$ cat config.mk
export PLATFORM = sky130hd
export DESIGN_NAME = rcdiv_div_stage
export DESIGN_NICKNAME = d
export VERILOG_FILES = /design/src/rtl/rcdiv_pkg.sv /design/src/rtl/rcdiv_div_stage.sv
export SDC_FILE = /design/constraint.sdc
export NUM_CORES = 1
export LEC_CHECK = 0
export ABC_AREA = 1
export BUFFER_PORTS_ARGS = -buffer_cell sky130_fd_sc_hd__buf_2
export CORE_MARGIN = 2
export CORE_UTILIZATION = 35
export DETAILED_ROUTE_END_ITERATION = 10
export GPL_TIMING_DRIVEN = 1
export PLACE_DENSITY = 0.59
export SLEW_MARGIN = 20
export SYNTH_ARGS = -nofsm -noshare
export SYNTH_HDL_FRONTEND = slang
export SYNTH_SLANG_ARGS = --single-unit
$ cat constraint.sdc
create_clock -name clk -period 3.3 [get_ports clk]
set_input_delay 0.66 -clock clk [delete_from_list [all_inputs] [get_ports clk]]
set_output_delay 0.66 -clock clk [all_outputs]
set_load 0.02 [all_outputs]
$ cat src/rtl/rcdiv_pkg.sv
// ----------------------------------------------------------------------------
// rcdiv_pkg
// Shared types and constants for the regularized complex divider.
// ----------------------------------------------------------------------------
package rcdiv_pkg;

  localparam int SAMPLE_WIDTH  = 16;
  localparam int FRACTION_BITS = 16;
  localparam int QUOT_WIDTH    = 32;
  localparam int EPS_WIDTH     = 32;
  localparam int CFG_IDX_WIDTH = 8;
  localparam int CFG_DATA_WIDTH = 32;

  localparam logic [CFG_IDX_WIDTH-1:0] CFG_EPSILON    = 8'd0;
  localparam logic [CFG_IDX_WIDTH-1:0] CFG_CLAMP_MODE = 8'd1;

  localparam logic [EPS_WIDTH-1:0] EPSILON_RESET = 32'd1;

  typedef struct packed {
    logic signed [SAMPLE_WIDTH-1:0] a_re;
    logic signed [SAMPLE_WIDTH-1:0] a_im;
    logic signed [SAMPLE_WIDTH-1:0] b_re;
    logic signed [SAMPLE_WIDTH-1:0] b_im;
  } in_t;

  typedef struct packed {
    logic signed [QUOT_WIDTH-1:0] q_re;
    logic signed [QUOT_WIDTH-1:0] q_im;
    logic                         guarded;
    logic                         saturated;
  } out_t;

  typedef struct packed {
    logic valid;
    logic guard;
    logic neg_re;
    logic neg_im;
    logic ov_re;
    logic ov_im;
  } ctl_t;

endpackage

$ cat src/rtl/rcdiv_div_stage.sv
// ----------------------------------------------------------------------------
// rcdiv_div_stage
// One restoring division step: resolve one quotient bit for both parts.
// ----------------------------------------------------------------------------
module rcdiv_div_stage #(
  parameter int DW  = 33,
  parameter int CW  = 48,
  parameter int BIT = 0
) (
  input  logic                                clk,
  input  logic                                rst_n,
  input  rcdiv_pkg::ctl_t                     ctl_i,
  input  logic [CW-1:0]                       rem_re_i,
  input  logic [CW-1:0]                       rem_im_i,
  input  logic [rcdiv_pkg::QUOT_WIDTH-1:0]    q_re_i,
  input  logic [rcdiv_pkg::QUOT_WIDTH-1:0]    q_im_i,
  input  logic [DW-1:0]                       den_i,
  output rcdiv_pkg::ctl_t                     ctl_o,
  output logic [CW-1:0]                       rem_re_o,
  output logic [CW-1:0]                       rem_im_o,
  output logic [rcdiv_pkg::QUOT_WIDTH-1:0]    q_re_o,
  output logic [rcdiv_pkg::QUOT_WIDTH-1:0]    q_im_o,
  output logic [DW-1:0]                       den_o
);

  localparam int QW = rcdiv_pkg::QUOT_WIDTH;

  logic [CW-1:0]   den_ext, den_sh;
  logic            take_re, take_im;
  logic [CW-1:0]   rem_re_nxt, rem_im_nxt;
  logic [QW-1:0]   q_re_nxt, q_im_nxt;

  rcdiv_pkg::ctl_t ctl_r;
  logic [CW-1:0]   rem_re_r, rem_im_r;
  logic [QW-1:0]   q_re_r, q_im_r;
  logic [DW-1:0]   den_r;

  always_comb begin
    den_ext    = CW'(den_i);
    den_sh     = den_ext << BIT;
    take_re    = (rem_re_i >> BIT) >= den_ext;
    take_im    = (rem_im_i >> BIT) >= den_ext;
    rem_re_nxt = take_re ? rem_re_i - den_sh : rem_re_i;
    rem_im_nxt = take_im ? rem_im_i - den_sh : rem_im_i;
    q_re_nxt   = q_re_i | (QW'(take_re) << BIT);
    q_im_nxt   = q_im_i | (QW'(take_im) << BIT);
  end

  always_ff @(posedge clk) begin
    if (!rst_n) begin
      ctl_r.valid <= 1'b0;
    end else begin
      ctl_r.valid <= ctl_i.valid;
    end
    ctl_r.guard  <= ctl_i.guard;
    ctl_r.neg_re <= ctl_i.neg_re;
    ctl_r.neg_im <= ctl_i.neg_im;
    ctl_r.ov_re  <= ctl_i.ov_re;
    ctl_r.ov_im  <= ctl_i.ov_im;
    rem_re_r     <= rem_re_nxt;
    rem_im_r     <= rem_im_nxt;
    q_re_r       <= q_re_nxt;
    q_im_r       <= q_im_nxt;
    den_r        <= den_i;
  end

  assign ctl_o    = ctl_r;
  assign rem_re_o = rem_re_r;
  assign rem_im_o = rem_im_r;
  assign q_re_o   = q_re_r;
  assign q_im_o   = q_im_r;
  assign den_o    = den_r;

endmodule

# Word-level counts from Yosys, hierarchy flattened
# Index checks and enable logic that the tools add are counted.
# word_totals
wordCells	19
register_bits	199
output_inout_bits	199
in_bits	201
# classes
add_sub_neg	2
bitwise_logic	2
n_lt_le_gt_ge	2
mux	2
# ops
cell	n
greater-or-equal comparator 48 x 33 -> 1 bit	2
two-way mux 48 bit	2
subtractor 48 x 33 -> 48 bit	2
OR 32 x 1 -> 32 bit	2

# Longest topological paths before layout
# logic_depth
depth_word	2
ltp_mapped	16
ltp_nobuf	16

# Worst setup path before layout
# OpenSTA, ideal clock, no wires.
# synth_path
path_kind	in2reg
from	input port den_i[3]
to	register rem_re_r[37], in the netlist rem_re_o[37]
required_time_ps	3185
t_arrival_ps	2221
path_buffers	1
setup_slack_ps	964
stages	12
cell_sequence	inv_1 > ha_1 > or2_0 > nand3_1 > nand2_1 > nand2_1 > nand2_2 > o21ai_4 > inv_2 > nor2_4 > buf_6 > a21oi_2
# synth_between
elab_chain_len	2
# synth_lines
element	line	source
start: declaration	rcdiv_div_stage.sv:17	input logic [DW-1:0] den_i,
subtractor 48 x 33 -> 48 bit / greater-or-equal comparator 48 x 33 -> 1 bit (equally long branches)	rcdiv_div_stage.sv:43, rcdiv_div_stage.sv:41	
two-way mux 48 bit (*)	rcdiv_div_stage.sv:43	rem_re_nxt = take_re ? rem_re_i - den_sh : rem_re_i;
net rem_re_nxt[37]	rcdiv_div_stage.sv:30	logic [CW-1:0] rem_re_nxt, rem_im_nxt;
end signal: assignment	rcdiv_div_stage.sv:60	rem_re_r <= rem_re_nxt;
end: declaration	rcdiv_div_stage.sv:34	logic [CW-1:0] rem_re_r, rem_im_r;
# Mark *: on every way through the listed nets, which the timed path passes. The rest lies on a longest branch.
# A chain may end at the register's enable or synchronous reset.

# Worst setup path after layout
# layout_path
from	input port den_i[31]
to	register q_re_r[0], in the netlist q_re_o[0]
# layout_between
elab_chain_len	2
# layout_lines
element	line	source
greater-or-equal comparator 48 x 33 -> 1 bit	rcdiv_div_stage.sv:41	take_re = (rem_re_i >> BIT) >= den_ext;
OR 32 x 1 -> 32 bit	rcdiv_div_stage.sv:45	q_re_nxt = q_re_i | (QW'(take_re) << BIT);
net q_re_nxt[0]	rcdiv_div_stage.sv:31	logic [QW-1:0] q_re_nxt, q_im_nxt;
end signal: assignment	rcdiv_div_stage.sv:62	q_re_r <= q_re_nxt;
end: declaration	rcdiv_div_stage.sv:35	logic [QW-1:0] q_re_r, q_im_r;
# The timed path passes the listed nets, and every way through them passes these cells.

==> run metrics <==
status=finished, final reports clean; Avg WL per Cell=17.29 um; Yosys top cell area share=31.76%; Power Density=457.9 nW/um^2; Netlist cell types=32; share of cells above drive strength 1=19.55%; cts hold-fix bufs=0; total global routing overflow=0; Num CTS Buffers=17; Core ar.=35,400 sq um; Area Growth Syn to Fin=25.06%; Final min period=2.494 ns; final setup vio count=0; die height=just under 200 um; crit path capture=q_re_o[0]; Arrival @ worst endpoint=2.84 ns; Inst Count DP=2,899; Finished Layout Cells=2,935; H-tree levels=4; register clock-pin slew on the reported worst setup and hold paths=0.09 ns; Pleak=9.150 nW; commonest non-fill, non-tap cells in the layout=nand2_1, inv_1, buf_2; top cells by area, synth=dfxtp_1, nand2_1, inv_1; P_sw=2.763 mW; Die X=slightly below 200 um; Post-DP HPWL=43,950 um; Clock Power Share=between 30% and 40%; synthesized area=12,540 sq um; first-pass GRT wire length=between 70,000 and 80,000 um; Switching Fraction=38.46%; RSZ-0062 raised after global routing=no; Slew Viols, Final=0; Starting Density=35.44%; internal power=4.420 mW; CTS Sinks=199; Seq cells post-synth=199; TNS Setup=0 ns; worst path required time=3.65 ns; Fmax achieved=0.4010 GHz; Core Rows=between 60 and 70; DR vias=13.80k; vias per cell=between 4 and 5; total wire length=50,730 um; Synth area leader=dfxtp_1; Tightest Pin Transition=0.5413 ns; synthesized area per cell=6.107 sq um; crit end category=flop; Crit Path Class=input pin to flop; DR iter-0 viols=856; fraction of registers with async set/reset=0%; Maximum Capacitance Violations=0; Comb pwr share=between 30% and 40%; initial antenna violation count=4; Final #Nets=2,726; CTS tree=done; post-synthesis sequential area ratio=around a third; min-delay worst type=input pin to flop; DRC=0; crit path max fanout=34; clk root buf=clkbuf_16; GRT Total Usage=a little over a quarter; setup bufs post-CTS=0; crit path from=den_i[31]; syn_nets=2,323; Main synth FF type=dfxtp_1; vias in the first global route=13.35k; startpoint types=input pin; DR pass1 iterations=5; Peak VDD IR=0.0004131 V; DIE AREA=between 30,000 and 40,000 sq um; Seq pwr share=38.2%; Cells after Synth=about 2.1k; post-cts sizing count=0; final worst-path cycle share=75.57%; antenna viol nets, final=0; I/O pin total=400; Ys Warns=0; gpl congestion=0.9642; Post-synth EDFFs=0; commonest non-fill, non-tap cell in the layout=nand2_1; I/O Buffers=399; Fin. Hold Viols=0; largest net degree at the start of global routing=35; Clock Path Buffers=2; Slew HR=63.83%
worst min-delay path by stage:
stage / slack [ns] / start / to / cells past startpoint
floorplan: 0.69 / ctl_i[0] / ctl_o[0] / 0
global placement: 0.76 / q_im_i[24] / q_im_o[24] / 1
detailed placement: 0.76 / q_re_i[28] / q_re_o[28] / 1
CTS: 0.27 / q_im_i[25] / q_im_o[25] / 1
global route: 0.27 / q_im_i[11] / q_im_o[11] / 1
finish: 0.30 / q_im_i[23] / q_im_o[23] / 1
per-stage QoR:
step	utilization, %	area (sq um)	total power [mW]	hold slack, ns	setup WS [ns]
2_1_floorplan	-	12540	4.092	0.6877	0.9638
3_3_place_gp	42.47	15030	4.979	0.7620	0.4214
3_5_place_dp	42.47	15030	4.972	0.7638	0.3794
4_1_cts	44.29	15680	7.243	0.2663	0.8712
5_1_grt	44.32	15690	7.553	0.2685	0.6930
6_report	44.32	15690	7.182	0.2956	0.8062
synth_stat cells, drive strengths merged, types with 8 or more instances:
| cell type | number |
|---|---|
| ha | 66 |
| o21ai | 8 |
| nand4 | 83 |
| nor3 | 9 |
| xor2 | 44 |
| nor2 | 191 |
| nand2 | 816 |
| a21oi | 72 |
| inv | 408 |
| buf | 21 |
| nand3 | 111 |
| dfxtp | 199 |
final cells by class:
type	count	area, sq um
Antenna cell	4	10.01
Clock buffer	17	425.4
Timing Repair Buffer	412	2095
Fill cell	3858	19710
Sequential cell	199	3984
Tap cell	461	576.8
Multi-Input combinational cell	1419	6847
Inverter	408	1531
Clock inverter	15	217.7
power by group through the flow:
stage	registers [mW]	logic, mW	clock network, mW
finish	2.74	2.18	2.26
global placement	2.80	2.18	0
detailed placement	2.80	2.17	0
CTS	2.74	2.18	2.32
floorplan	3.13	0.958	0
global route	2.77	2.38	2.41
flip-flops by register name, indices dropped and copies added, names as in the netlist:
signal	cells
rem_im_o	48
rem_re_o	48
den_o	33
q_im_o	32
q_re_o	32
ctl_o	6
cells by family (layout without fill, tap and decap cells):
logic type	after synthesis	count (layout)	synth area share, %
buffers and inverters	436	852	13.66
adders and majority gates	68	68	6.903
DFF	199	199	31.76
and+or+nand+nor	1224	1224	40.44
other	0	4	0
xor gates and xnor gates	46	46	3.212
AOI/OAI and AO/OA	81	81	4.030
critical path, stage by stage:
cell and delay, ns:
buf_2 0.10, inv_1 0.16, ha_1 0.32, a21oi_1 0.21, o21ai_0 0.20, a21oi_1 0.19
o21ai_1 0.09, nand2_1 0.16, nand3_4 0.39, or2_1 0.35
per-layer routing:
metal,part of all wire [%],GRT usage [%]
met1,44,34.07
met2,49,46.79
met3,4.9,3.818
met4,2.2,7.294
met5,0,0
Power figures use the tool's default switching activity.
