==> src/rtl/rcdiv_pkg.sv <==
// ----------------------------------------------------------------------------
// rcdiv_pkg
// Shared types and constants for the regularized complex divider.
// ----------------------------------------------------------------------------
package rcdiv_pkg;

  localparam int SAMPLE_WIDTH  = 16;
  localparam int FRACTION_BITS = 16;
  localparam int QUOT_WIDTH    = 32;
  localparam int EPS_WIDTH     = 32;
  localparam int CFG_IDX_WIDTH = 8;
  localparam int CFG_DATA_WIDTH = 32;

  localparam logic [CFG_IDX_WIDTH-1:0] CFG_EPSILON    = 8'd0;
  localparam logic [CFG_IDX_WIDTH-1:0] CFG_CLAMP_MODE = 8'd1;

  localparam logic [EPS_WIDTH-1:0] EPSILON_RESET = 32'd1;

  typedef struct packed {
    logic signed [SAMPLE_WIDTH-1:0] a_re;
    logic signed [SAMPLE_WIDTH-1:0] a_im;
    logic signed [SAMPLE_WIDTH-1:0] b_re;
    logic signed [SAMPLE_WIDTH-1:0] b_im;
  } in_t;

  typedef struct packed {
    logic signed [QUOT_WIDTH-1:0] q_re;
    logic signed [QUOT_WIDTH-1:0] q_im;
    logic                         guarded;
    logic                         saturated;
  } out_t;

  typedef struct packed {
    logic valid;
    logic guard;
    logic neg_re;
    logic neg_im;
    logic ov_re;
    logic ov_im;
  } ctl_t;

endpackage

==> src/rtl/rcdiv_back.sv <==
// ----------------------------------------------------------------------------
// rcdiv_back
// Saturation, sign restore and guard forcing of the quotient.
// ----------------------------------------------------------------------------
module rcdiv_back (
  input  logic                               clk,
  input  logic                               rst_n,
  input  rcdiv_pkg::ctl_t                    ctl,
  input  logic [rcdiv_pkg::QUOT_WIDTH-1:0]   q_re,
  input  logic [rcdiv_pkg::QUOT_WIDTH-1:0]   q_im,
  output logic                               out_valid,
  output rcdiv_pkg::out_t                    out_data
);

  localparam int QW = rcdiv_pkg::QUOT_WIDTH;
  localparam logic [QW-1:0] POS_LIMIT = {1'b0, {(QW-1){1'b1}}};
  localparam logic [QW-1:0] NEG_LIMIT = {1'b1, {(QW-1){1'b0}}};

  logic [QW-1:0]   lim_re, lim_im, qs_re, qs_im;
  logic            over_re, over_im;
  rcdiv_pkg::out_t res;
  logic            valid_r;
  rcdiv_pkg::out_t out_r;

  always_comb begin
    lim_re  = ctl.neg_re ? NEG_LIMIT : POS_LIMIT;
    lim_im  = ctl.neg_im ? NEG_LIMIT : POS_LIMIT;
    over_re = ctl.ov_re || (q_re > lim_re);
    over_im = ctl.ov_im || (q_im > lim_im);
    qs_re   = over_re ? lim_re : q_re;
    qs_im   = over_im ? lim_im : q_im;
    if (ctl.guard) begin
      res.q_re      = '0;
      res.q_im      = '0;
      res.guarded   = 1'b1;
      res.saturated = 1'b0;
    end else begin
      res.q_re      = ctl.neg_re ? (~qs_re) + 1'b1 : qs_re;
      res.q_im      = ctl.neg_im ? (~qs_im) + 1'b1 : qs_im;
      res.guarded   = 1'b0;
      res.saturated = over_re || over_im;
    end
  end

  always_ff @(posedge clk) begin
    if (!rst_n) begin
      valid_r <= 1'b0;
    end else begin
      valid_r <= ctl.valid;
    end
  end

  always_ff @(posedge clk) begin
    out_r <= res;
  end

  assign out_valid = valid_r;
  assign out_data  = out_r;

endmodule

==> config.mk <==
export PLATFORM = sky130hd
export DESIGN_NAME = rcdiv_back
export DESIGN_NICKNAME = d
export VERILOG_FILES = /design/src/rtl/rcdiv_pkg.sv /design/src/rtl/rcdiv_back.sv
export SDC_FILE = /design/constraint.sdc
export NUM_CORES = 1
export LEC_CHECK = 0
export ABC_AREA = 0
export ABC_CLOCK_PERIOD_IN_PS = 5200
export BUFFER_PORTS_ARGS = -buffer_cell sky130_fd_sc_hd__clkbuf_2
export CAP_MARGIN = 20
export CORE_MARGIN = 4
export CORE_UTILIZATION = 49
export DETAILED_ROUTE_END_ITERATION = 16
export GPL_TIMING_DRIVEN = 0
export PLACE_DENSITY = 0.78
export SLEW_MARGIN = 15
export SYNTH_ARGS = -nofsm -noshare
export SYNTH_HDL_FRONTEND = slang
export SYNTH_SLANG_ARGS = --single-unit
export TNS_END_PERCENT = 100
==> constraint.sdc <==
create_clock -name clk -period 5.2 [get_ports clk]
set_input_delay 1.04 -clock clk [delete_from_list [all_inputs] [get_ports clk]]
set_output_delay 1.04 -clock clk [all_outputs]
set_load 0.05 [all_outputs]
# Yosys cells after proc, flatten, opt, wreduce, memory -nomap -nowiden

Cells that the tools add are included.

Shift-type cells: 0
Eq/ne operators: 0
Bitwise logic cells: 2
Muxes and demuxes: 7
Div/mod/pow operators: 0
Multiply operators: 0
Reduce and logical (&&, ||, !) cells: 3
Add/sub/neg operators: 2
Order comparisons: 2

Operator list:

| kind                                          | count |
|---|---|
| two-way mux 32 bit                            | 6 |
| adder 32 x 1 -> 32 bit, second input constant | 2 |
| greater-than comparator 32 bit                | 2 |
| NOT 32 bit                                    | 2 |
| logical OR 1 bit                              | 3 |
| two-way mux 2 bit                             | 1 |

Logic and storage cells: 21
Output and inout port bits: 67
Input port bits: 72
Bits in read-only memories: 0
Memories kept: 0
Bits in latches: 0
RAM bits: 0
Bits in registers: 67

# Longest topological paths before layout

Word-level depth: 7
Depth in mapped cells: 22
Mapped depth without buffers: 17

# Worst setup path after synthesis

OpenSTA, ideal clock, no wires.

Path type: input to register
From: in ctl[3] in the netlist's numbering
To: reg out_r, in the netlist out_data[60]
Data required time: 5114 ps
Slack: -117 ps
Stages on the path: 21
Arrival time: 5231 ps
Setup time: 86 ps
Buffers on the path: 5
Path through: clkbuf_1 inv_1 clkbuf_1 ha_1 nand4_1 or4_4 o221ai_1 o21ai_1 and2_1 clkbuf_1 buf_2 a21oi_1 ha_1 nand3_1 or3_1 buf_6 nor2_4 nand2_2 o31ai_4 xor2_1 a211oi_1

Cells in the longest elaborated chain, start to end: 7

RTL lines:

| what                           | line             | RTL |
|---|---|---|
| start: declaration             | rcdiv_back.sv:8  | `input rcdiv_pkg::ctl_t ctl,` |
| two-way mux 32 bit             | rcdiv_back.sv:26 | `lim_re = ctl.neg_re ? NEG_LIMIT : POS_LIMIT;` |
| greater-than comparator 32 bit | rcdiv_back.sv:28 | `over_re = ctl.ov_re \|\| (q_re > lim_re);` |
| logical OR 1 bit               | rcdiv_back.sv:28 |  |
| two-way mux 32 bit             | rcdiv_back.sv:30 | `qs_re = over_re ? lim_re : q_re;` |
| NOT 32 bit                     | rcdiv_back.sv:38 | `res.q_re = ctl.neg_re ? (~qs_re) + 1'b1 : qs_re;` |
| adder 32 x 1 -> 32 bit         | rcdiv_back.sv:38 |  |
| two-way mux 32 bit *           | rcdiv_back.sv:38 |  |
| end signal: assignment         | rcdiv_back.sv:54 | `out_r <= res;` |
| end: declaration               | rcdiv_back.sv:23 | `rcdiv_pkg::out_t out_r;` |

Every way passes the cells marked *; elsewhere a longest branch is shown, timed or not.
A chain may end at the register's enable or synchronous reset.

# Final worst setup path

From: in ctl[2] in the netlist's numbering
To: reg out_r, in the netlist out_data[22]

Cells in the longest elaborated chain, start to end: 7

RTL lines:

| what                           | line             | RTL |
|---|---|---|
| two-way mux 32 bit             | rcdiv_back.sv:27 | `lim_im = ctl.neg_im ? NEG_LIMIT : POS_LIMIT;` |
| greater-than comparator 32 bit | rcdiv_back.sv:29 | `over_im = ctl.ov_im \|\| (q_im > lim_im);` |
| logical OR 1 bit               | rcdiv_back.sv:29 |  |
| two-way mux 32 bit             | rcdiv_back.sv:31 | `qs_im = over_im ? lim_im : q_im;` |
| NOT 32 bit                     | rcdiv_back.sv:39 | `res.q_im = ctl.neg_im ? (~qs_im) + 1'b1 : qs_im;` |
| adder 32 x 1 -> 32 bit         | rcdiv_back.sv:39 |  |
| two-way mux 32 bit *           | rcdiv_back.sv:39 |  |

Marks and branches as above.

==> results.ini <==
[yosys]
synth_top_area_share_pct = 26.2
synth_area_leaders = dfxtp_1, ha_1, nor2_1, a21oi_1, o32ai_1
synth_ff_type = dfxtp_1
synth_top_area_cell = dfxtp_1
synth_edf_count = 0
yosysWarnings = 0
synth_cells = 629
synth_area_um2 = 5130
synth_cell_types = 65
synth_seq_area_share_pct = 26.2
synth-seq-cells = 67
syn_avg_cell_area_um2 = 8.15
synthArstFlopShare_pct = 0
syn_nets = 767

[sta]
slew_viol_final = 0
max-slew-margin-rel_pct = 54.8
layout_setup_ws_ps = 282
fmax_ghz = 0.203
finalCriticalPeriod_ps = 4920
setup_viol = 0
rsz0062_at_grt = no
worst_pin_slew_ps = 679
hold_viol_final = 0
setup_tns_ps = 0
fin_crit_sh_pct = 94.6

[cts]
cts_hold_buf = 0
htreeDepth = 3
clk_pin_slew_ps = 70
numClockSinks = 67
cts_tree = done
cts.path.max_buffers = 2
root_buffer = clkbuf_8
cts-buffers-inserted = 9

[critical_path]
slowest_stage = or4_1
crit_path_frequent_cell = nor2_1
cp-start-kind = input port
path_buf_inv = 4
critPathArrivalTime_ps = 5150
cp-end-kind = flip-flop
required_ps = 5430
critPathMaxFanout = 36
crit_family = simple AND/OR/NAND/NOR gates
critical_path_class = input port to flip-flop
path_cells = clkbuf_8 > inv_4 > ha_1 > nand4_1 > or4_1 > nor2_1 > a21oi_1 > o22ai_2 > buf_2 > nor2_1 > a21oi_1 > ha_1 > clkbuf_2 > nand2_1 > nor2_1 > or2_2 > nor3_1
slowest_delay_ps = 580

[grt]
grt_start_max_net_pins = 37
grt_usage_pct = 26.9
antenna_found_initial = 0
grt_pass1_wl_um = 25600
grt_pass1_vias = 5090
grt_remaining_overflow = 0

[placed_design]
gp_congestion = 1.01
preCtsSetupSlack_ps = -1740
numPlacedInstances = 903
port_buffers = 138
hpwl_um = 13000

[power]
sequentialPowerShare_pct = 34.0
pwr-share-clk_pct = 32.6
combPwrFrac_pct = 33.3
total_power_mw = 1.68
vdd_drop_max_uv = 142
intPower_mw = 1.05
switching_share_pct = 37.5
p_leak_nw = 2.77
power_density_nw_per_um2 = 265
power.switching_uw = 630

[layout]
drive_gt1_share_pct = 25.0
layoutNonFillerInstCount = 920
nNetsFinal = 917
n_antenna_cell = 0
fin_util_pct = 61.8
syn2layout_area_growth_pct = 23.9

[route]
wirelength_um = 16900
drtPass1Iterations = 5
drt_iter0_drc = 519
drt-wirelength-per-cell_um = 18.3
vias = 5765
postRouteAntennaNets = 0
viasPerCell = 6.27
route.detailed.drc = 0

[die]
die_h_um = 110
rows = 37
io_pins = 139
die_x_um = 110
start_util_pct = 49.9
dieArea_um2 = 12200
fp.coreArea_um2 = 10300

[hold_path]
hold_path.class = input port to flip-flop
min_to = out_data[1]
min-delay-start = ctl[4]
holdPathStages = 1

[outcome]
status = complete, no violations

[job]
maxCapViolCount = 0

==> synthesized netlist by cell type, types with 4 or more instances <==
library cell,number
or2_2,4
inv_1,6
buf_2,6
a31oi_1,6
nand3_1,14
xor2_1,14
o21ai_0,21
o31ai_1,10
a211oi_1,26
or4_1,8
a21oi_1,48
nor2_1,81
and2_1,4
nand4_1,15
dfxtp_1,67
nand2_1,38
ha_1,66
nor3_1,40
mux2i_1,17
nor4_1,7
or3_1,11
clkbuf_1,25
o32ai_1,27
==> power groups by stage <==
stage | Combinational [mW] | Clock (mW) | Sequential [mW]
floorplan | 0.207 | 0 | 0.736
global placement | 0.526 | 0 | 0.583
detailed placement | 0.540 | 0 | 0.584
CTS | 0.548 | 0.560 | 0.572
global route | 0.603 | 0.580 | 0.576
finish | 0.561 | 0.549 | 0.572
==> sequential cells by signal, summed over array words and instances, names as in the netlist <==
register   flops
out_valid      1
out_data      66
==> layer usage <==
layer | global-route usage, % | part of all wire [%]
met4 | 8.00 | 2.3
met1 | 35.1 | 41
met3 | 5.24 | 9.0
met2 | 44.8 | 48
met5 | 0 | 0
==> worst max-delay path by stage <==
stage                start           end  depth (start not counted)
CTS                 ctl[3]  out_data[60]                         21
global placement    ctl[2]  out_data[22]                         17
detailed placement  ctl[2]  out_data[30]                         17
finish              ctl[2]  out_data[22]                         17
global route        ctl[3]  out_data[54]                         19
floorplan           ctl[3]  out_data[60]                         22
==> repair_timing <==
item / in CTS / in global routing
pin swaps: 0 / 4
setup endpoints to repair: 31 / 19
resized for setup: 17 / 7
buffers inserted: 1 / 3
==> cell type report <==
cell class	count	area, µm²
inverter	7	32.5
clock buffer	10	138
buffer	33	158
fill	906	3920
sequential	67	1340
clock inverter	6	113
timing repair buffer	142	749
multi-input combinational	519	3650
tap	136	170
==> logic make-up (layout without fill, tap and decap cells) <==
kind of cell / after synthesis / after routing / synth area share [%]
flops: 67 / 67 / 26.2
xor+xnor: 16 / 16 / 2.73
mux: 17 / 17 / 3.32
buf+inv: 43 / 198 / 3.51
simple gates: 246 / 246 / 24.2
compound gates: 174 / 174 / 23.9
fa+ha+maj: 66 / 66 / 16.1
==> placed cells by master, fill, tap and decap left out, types with 19 or more instances in the layout <==
cell      count
a211oi_1     24
o32ai_1      27
clkbuf_1     19
dfxtp_1      67
a21oi_1      48
o21ai_0      21
ha_1         65
clkbuf_2    138
nand2_1      38
nor3_1       39
nor2_1       81
==> stage by stage <==
stage               instance area [µm²]  hold WS, ps
detailed placement                 6000         1190
global route                       6350          822
global placement                   6000         1190
CTS                                6310          814
floorplan                          5130         1070
finish                             6350          835
Power figures use the tool's default switching activity.
