### config.mk
export PLATFORM = sky130hd
export DESIGN_NAME = rcdiv_front
export DESIGN_NICKNAME = d
export VERILOG_FILES = /design/src/rtl/rcdiv_pkg.sv /design/src/rtl/rcdiv_front.sv
export SDC_FILE = /design/constraint.sdc
export NUM_CORES = 2
export LEC_CHECK = 0
export BUFFER_PORTS_ARGS = -buffer_cell sky130_fd_sc_hd__buf_4
export CAP_MARGIN = 30
export CORE_MARGIN = 2
export CORE_UTILIZATION = 44
export DETAILED_ROUTE_END_ITERATION = 8
export SYNTH_ARGS = -nofsm -noshare
export SYNTH_HDL_FRONTEND = slang
export SYNTH_SLANG_ARGS = --single-unit
### constraint.sdc
create_clock -name clk -period 12.24 [get_ports clk]
set_input_delay 3.672 -clock clk [delete_from_list [all_inputs] [get_ports clk]]
set_output_delay 3.672 -clock clk [all_outputs]
set_load 0.05 [all_outputs]
### src/rtl/rcdiv_pkg.sv
// ----------------------------------------------------------------------------
// rcdiv_pkg
// Shared types and constants for the regularized complex divider.
// ----------------------------------------------------------------------------
package rcdiv_pkg;

  localparam int SAMPLE_WIDTH  = 16;
  localparam int FRACTION_BITS = 16;
  localparam int QUOT_WIDTH    = 32;
  localparam int EPS_WIDTH     = 32;
  localparam int CFG_IDX_WIDTH = 8;
  localparam int CFG_DATA_WIDTH = 32;

  localparam logic [CFG_IDX_WIDTH-1:0] CFG_EPSILON    = 8'd0;
  localparam logic [CFG_IDX_WIDTH-1:0] CFG_CLAMP_MODE = 8'd1;

  localparam logic [EPS_WIDTH-1:0] EPSILON_RESET = 32'd1;

  typedef struct packed {
    logic signed [SAMPLE_WIDTH-1:0] a_re;
    logic signed [SAMPLE_WIDTH-1:0] a_im;
    logic signed [SAMPLE_WIDTH-1:0] b_re;
    logic signed [SAMPLE_WIDTH-1:0] b_im;
  } in_t;

  typedef struct packed {
    logic signed [QUOT_WIDTH-1:0] q_re;
    logic signed [QUOT_WIDTH-1:0] q_im;
    logic                         guarded;
    logic                         saturated;
  } out_t;

  typedef struct packed {
    logic valid;
    logic guard;
    logic neg_re;
    logic neg_im;
    logic ov_re;
    logic ov_im;
  } ctl_t;

endpackage

### src/rtl/rcdiv_front.sv
// ----------------------------------------------------------------------------
// rcdiv_front
// Products, numerator sums, squared magnitude, denominator select and
// overflow pre-check, over three register stages.
// ----------------------------------------------------------------------------
module rcdiv_front #(
  parameter int FRACTION_BITS = rcdiv_pkg::FRACTION_BITS,
  parameter int DW            = 33,
  parameter int CW            = 48
) (
  input  logic                               clk,
  input  logic                               rst_n,
  input  logic                               in_valid,
  input  rcdiv_pkg::in_t                     in_data,
  input  logic [rcdiv_pkg::EPS_WIDTH-1:0]    epsilon,
  input  logic                               clamp_mode,
  output rcdiv_pkg::ctl_t                    ctl,
  output logic [CW-1:0]                      num_re,
  output logic [CW-1:0]                      num_im,
  output logic [DW-1:0]                      den
);

  localparam int SW = rcdiv_pkg::SAMPLE_WIDTH;
  localparam int PW = 2 * SW;
  localparam int QW = rcdiv_pkg::QUOT_WIDTH;

  logic                 v1_r;
  logic signed [PW-1:0] p_arbr_r, p_aibi_r, p_aibr_r, p_arbi_r;
  logic        [PW-1:0] m_brbr_r, m_bibi_r;

  logic signed [PW:0]   re_sum, im_sum;
  logic        [PW:0]   re_abs, im_abs, mag2;
  logic        [DW-1:0] mag2_ext, eps_ext, den_nxt;
  logic                 below;

  logic                 v2_r, neg_re_r, neg_im_r;
  logic        [PW-1:0] mag_re_r, mag_im_r;
  logic        [DW-1:0] den2_r;

  logic        [CW-1:0] num_re_nxt, num_im_nxt, den_cw;

  rcdiv_pkg::ctl_t      ctl_r;
  logic        [CW-1:0] num_re_r, num_im_r;
  logic        [DW-1:0] den_r;

  always_ff @(posedge clk) begin
    if (!rst_n) begin
      v1_r <= 1'b0;
    end else begin
      v1_r <= in_valid;
    end
  end

  always_ff @(posedge clk) begin
    p_arbr_r <= PW'(in_data.a_re * in_data.b_re);
    p_aibi_r <= PW'(in_data.a_im * in_data.b_im);
    p_aibr_r <= PW'(in_data.a_im * in_data.b_re);
    p_arbi_r <= PW'(in_data.a_re * in_data.b_im);
    m_brbr_r <= PW'(in_data.b_re * in_data.b_re);
    m_bibi_r <= PW'(in_data.b_im * in_data.b_im);
  end

  always_comb begin
    re_sum   = {p_arbr_r[PW-1], p_arbr_r} + {p_aibi_r[PW-1], p_aibi_r};
    im_sum   = {p_aibr_r[PW-1], p_aibr_r} - {p_arbi_r[PW-1], p_arbi_r};
    re_abs   = re_sum[PW] ? (~re_sum) + 1'b1 : re_sum;
    im_abs   = im_sum[PW] ? (~im_sum) + 1'b1 : im_sum;
    mag2     = {1'b0, m_brbr_r} + {1'b0, m_bibi_r};
    mag2_ext = DW'(mag2);
    eps_ext  = DW'(epsilon);
    below    = mag2_ext < eps_ext;
    if (below) begin
      den_nxt = clamp_mode ? eps_ext : '0;
    end else begin
      den_nxt = mag2_ext;
    end
  end

  always_ff @(posedge clk) begin
    if (!rst_n) begin
      v2_r <= 1'b0;
    end else begin
      v2_r <= v1_r;
    end
  end

  always_ff @(posedge clk) begin
    neg_re_r <= re_sum[PW];
    neg_im_r <= im_sum[PW];
    mag_re_r <= re_abs[PW-1:0];
    mag_im_r <= im_abs[PW-1:0];
    den2_r   <= den_nxt;
  end

  always_comb begin
    num_re_nxt = CW'(mag_re_r) << FRACTION_BITS;
    num_im_nxt = CW'(mag_im_r) << FRACTION_BITS;
    den_cw     = CW'(den2_r);
  end

  always_ff @(posedge clk) begin
    if (!rst_n) begin
      ctl_r.valid <= 1'b0;
    end else begin
      ctl_r.valid <= v2_r;
    end
    ctl_r.guard  <= den2_r == '0;
    ctl_r.neg_re <= neg_re_r;
    ctl_r.neg_im <= neg_im_r;
    ctl_r.ov_re  <= (num_re_nxt >> QW) >= den_cw;
    ctl_r.ov_im  <= (num_im_nxt >> QW) >= den_cw;
    num_re_r     <= num_re_nxt;
    num_im_r     <= num_im_nxt;
    den_r        <= den2_r;
  end

  assign ctl    = ctl_r;
  assign num_re = num_re_r;
  assign num_im = num_im_r;
  assign den    = den_r;

endmodule

Yosys cells after proc, flatten, opt, wreduce, memory -nomap -nowiden
Index checks and enable logic that the tools add are counted.

Order comparisons: 3. Reductions and logical operators: 1. Add/sub/neg operators: 5. Multipliers: 6. Muxes and demuxes: 4. Bitwise gates (word level): 2.

Operators with widths (number): $mul 16x16->32 (6); $mux 32 (3); $add 32x32->33 (2); $ge 16x33->1 (2); $add 32x1->32 const B (2); $not 32->32 (2); $logic_not 33->1 (1); $lt 33x32->1 (1); $mux 33 (1); $sub 32x32->33 (1).

Input bits: 100. Register bits after elaboration: 396. Output and inout port bits: 135. Logic and storage cells: 43.

Logic depth before layout (Yosys ltp)
Word-level depth: 4. Depth in mapped cells: 29. Depth with buffers taken out: 28.

Worst setup path before layout
No wires, ideal clock.

Path kind: input to register. From: in in_data[1] (netlist name). To: reg p_arbi_r[31]. Buffers on the path: 2. Setup time: 0.121 ns. Path slack: 2.102 ns. Arrival: 10.017 ns. Data required time: 12.119 ns. Stages on the path: 26. Path through: clkbuf_1 -> clkbuf_1 -> nand2_1 -> fa_1 -> fa_1 -> fa_1 -> inv_1 -> fa_1 -> fa_1 -> inv_1 -> fa_1 -> inv_1 -> ha_1 -> a21o_1 -> a21oi_1 -> o21bai_1 -> a21oi_1 -> o21ai_0 -> o2111ai_1 -> o21ai_0 -> o41ai_1 -> o221ai_1 -> o41ai_1 -> o21ba_2 -> o21bai_1 -> xnor2_1.

Word-level cells in the longest chain between the ends: 1.

RTL lines: start: declaration (RTL line rcdiv_front.sv:14) `input rcdiv_pkg::in_t in_data,`; $mul 16x16->32 (RTL line rcdiv_front.sv:58) `p_arbi_r <= PW'(in_data.a_re * in_data.b_im);`; end signal: assignment (RTL line rcdiv_front.sv:58); end: declaration (RTL line rcdiv_front.sv:28) `logic signed [PW-1:0] p_arbr_r, p_aibi_r, p_aibr_r, p_arbi_r;`.

Every way passes these cells. A chain may end at the register's enable or synchronous reset.

Worst setup path in the final report
From: in in_data[7] (netlist name). To: reg m_bibi_r[30].

Word-level cells in the longest chain between the ends: 1.

RTL lines: $mul 16x16->32 (RTL line rcdiv_front.sv:60) `m_bibi_r <= PW'(in_data.b_im * in_data.b_im);`; end signal: assignment (RTL line rcdiv_front.sv:60); end: declaration (RTL line rcdiv_front.sv:29) `logic [PW-1:0] m_brbr_r, m_bibi_r;`.

Every way passes these cells.

==> impl_metrics.csv <==
group,metric,value,unit
critical_path,path_buf_inv,7,
critical_path,worstPathArrival,11.02,ns
global_route,grt_pass1_wl,295000,µm
die,rows,149,
critical_path,slowest_stage,"a2111oi_0",
drt,drtIter0Drc,2866,
run_status,outcome,"complete, no violations",
sta,finalSetupViolations,0,
finish,drive_gt1_share,4.75,%
placed_design,dp_slack,1.20,ns
die,die-area,0.168,mm²
flow_run,drv_cap,0,
sta,max_slew.worst_pin.slew,1.00,ns
clock_tree,path_clk_slew,0.06,ns
synth,synth_cell_types,76,
sta,slew_violations,0,
clock_tree,post-cts-setup-buffers,0,
synth,synth_simple_gate_area_share,12.4,%
die,die_y,410,µm
synth,synth-adder-area-share,53.4,%
die,num_io_pins,235,
finish,layout.nets,10100,
drt,dr_total_vias,50200,
drt,drt_wl_total,179000,µm
synth,netlist_area,0.0727,mm²
global_route,antenna_found_initial,15,
clock_tree,tritoncts.num_buffers,46,
die,start_util,44.2,%
clock_tree,htree_levels,2,
drt,routedWlPerCell,17.9,µm
sta,setup_tns,0,ns
synth,synthXorXnorAreaFrac,4.54,%
critical_path,cp-end-kind,"flop",
sta,setup_slack,1.80,ns
global_route,grt_pass1_vias,54200,
critical_path,cp_max_fo,46,
critical_path,slowest_delay,0.64,ns
critical_path,path_cells,"buf_4 -> inv_1 -> fa_1 -> inv_1 -> fa_1 -> inv_1 -> fa_1 -> inv_1 -> fa_1 -> fa_1 -> inv_1 -> fa_1 -> inv_1 -> ha_1 -> and4_1 -> a32oi_1 -> o21ai_0 -> a221oi_1 -> a41oi_1 -> and4_1 -> a2111oi_0 -> o21bai_1 -> a21oi_1 -> xnor2_1",
sta,max-slew-margin-rel,32.7,%
clock_tree,cts_hold_buf,0,
synth,yosysWarnings,0,
placed_design,numPortBuffers,202,
finish,fillCellCount,15800,
sta,rsz0062_at_grt,"false",
synth,ys_ff_latch,394,
global_route,grt_util_all_layers,22.2,%
synth,synth_top_family_by_area,"adder cells",
critical_path,cp_top_family,"adder cells",
sta,finalHoldViolCount,0,
die,core,0.164,mm²
sta,layout_min_cycle_time,10.44,ns
placed_design,dp.final_hpwl,145000,µm
clock_tree,clk_latency,0.64,ns
clock_tree,cts-root-buf,"clkbuf_16",
clock_tree,cts_max_path_buffers,3,
synth,async_reset_ff_share,0,%
die,dieWidth,410,µm
synth,synth_compound_area_share,6.44,%
sta,skew,0.0222,ns
critical_path,criticalPathCategory,"primary input to flop",
drt,dr.pass1.iters,5,
critical_path,cp.required,12.82,ns
synth,ys.flop_type,"dfxtp_1",
drt,drcViolationCount,0,
drt,drt-vias-per-instance,5.01,
worst_hold_path,hp-class,"flop to flop",
synth,synth_edf_count,0,
drt,antenna_left,0,
global_route,overflow,0,
sta,fmaxAchievable,0.0958,GHz
clock_tree,cts_sinks,394,
clock_tree,cts_tree,"done",
global_route,grt_max_degree,54,
critical_path,cp-start-kind,"primary input",
synth,synthCells,7796,
sta,period_share,85.3,%
placed_design,place.gp.congestion,0.878,
clock_tree,post_cts_resize_count,0,
finish,syn2layout_area_growth,6.60,%
synth,seq_area_frac_synth,10.9,%
synth,syn_avg_cell_area,9.32,µm²
synth,muxShareOfSynthArea,0.602,%
-- cell usage after synthesis, types with 50 or more instances --
master | n | area [µm²]
and2_1 | 601 | 3760
a21oi_1 | 238 | 1190
xnor2_1 | 272 | 2380
xor2_1 | 105 | 920
nand2_1 | 715 | 2680
nand2b_1 | 57 | 357
o21a_1 | 50 | 375
dfxtp_1 | 394 | 7890
clkbuf_1 | 268 | 1010
inv_1 | 1915 | 7190
o21ai_0 | 110 | 551
a21o_1 | 118 | 886
o21bai_1 | 57 | 428
nor2_1 | 236 | 886
ha_1 | 676 | 8460
fa_1 | 1516 | 30300
-- logic make-up after synthesis --
logic type	Yosys count
mux	40
compound gates	725
other cells	1
simple gates	1829
buf+inv	2238
flops	394
fa+ha+maj	2192
xor+xnor	377
-- worst paths after layout --
kind / start / to / slack, ns / cells after the start
setup / recovery: in_data[7] / m_bibi_r[30] / 1.80 / 24
hold / removal: mag_re_r[15] / num_re[31] / 0.32 / 0
setup reg to reg: m_brbr_r[3] / den2_r[4] / 6.23 / 20
hold reg to reg: mag_re_r[15] / num_re[31] / 0.32 / 0
-- flip-flops by register name (all words and copies together), names as in the netlist --
name / count
den2_r: 33
den: 33
mag_im_r: 32
mag_re_r: 32
num_im: 32
num_re: 32
p_aibi_r: 32
p_aibr_r: 32
p_arbi_r: 32
p_arbr_r: 32
m_bibi_r: 31
m_brbr_r: 31
ctl: 6
neg_im_r: 1
neg_re_r: 1
v1_r: 1
v2_r: 1
-- per-stage QoR --
step	utilization (%)	cell area, µm²	hold slack [ns]	instances
2_1_floorplan	-	72800	0.310	7827
3_3_place_gp	46.2	75900	0.311	9918
3_5_place_dp	46.2	75900	0.312	9919
4_1_cts	47.1	77500	0.326	10000
5_1_grt	47.1	77500	0.332	10000
6_report	47.1	77500	0.323	10000
-- per-layer routing --
metal  up-vias  global-route usage, %  part of all wire [%]
met5         -                      0                 0.052
met4        16                   8.31                   4.3
met3       233                   3.94                   6.0
met2      1114                   35.3                    45
met1     25700                   30.4                    44
li1      23100                      -                     -
-- cells in the final DEF (no fill, tap or decap), drive strengths merged, types with 43 or more instances in the layout --
master and instances:
nand3 43, nand2b 57, nand2 715, dfxtp 394, a21o 118, buf 224, xor2 105, inv 1920
o21bai 57, o21a 50, a21oi 238, nor2 237, clkbuf 56, and2 601, o21ai 114, xnor2 272
ha 676, fa 1516
-- cell type report --
type | instances | area [µm²] | area share [%]
clock buffer | 56 | 1260 | 1.62
tap | 2189 | 2740 | 3.53
multi-input combinational | 5195 | 56400 | 72.8
antenna | 4 | 10.0 | 0.0129
clock inverter | 29 | 313 | 0.404
sequential | 394 | 7890 | 10.2
inverter | 1917 | 7200 | 9.29
timing repair buffer | 224 | 1680 | 2.17
Power is not shown: default switching activity piles up to over one toggle a cycle in this logic, so the estimate is an artifact.
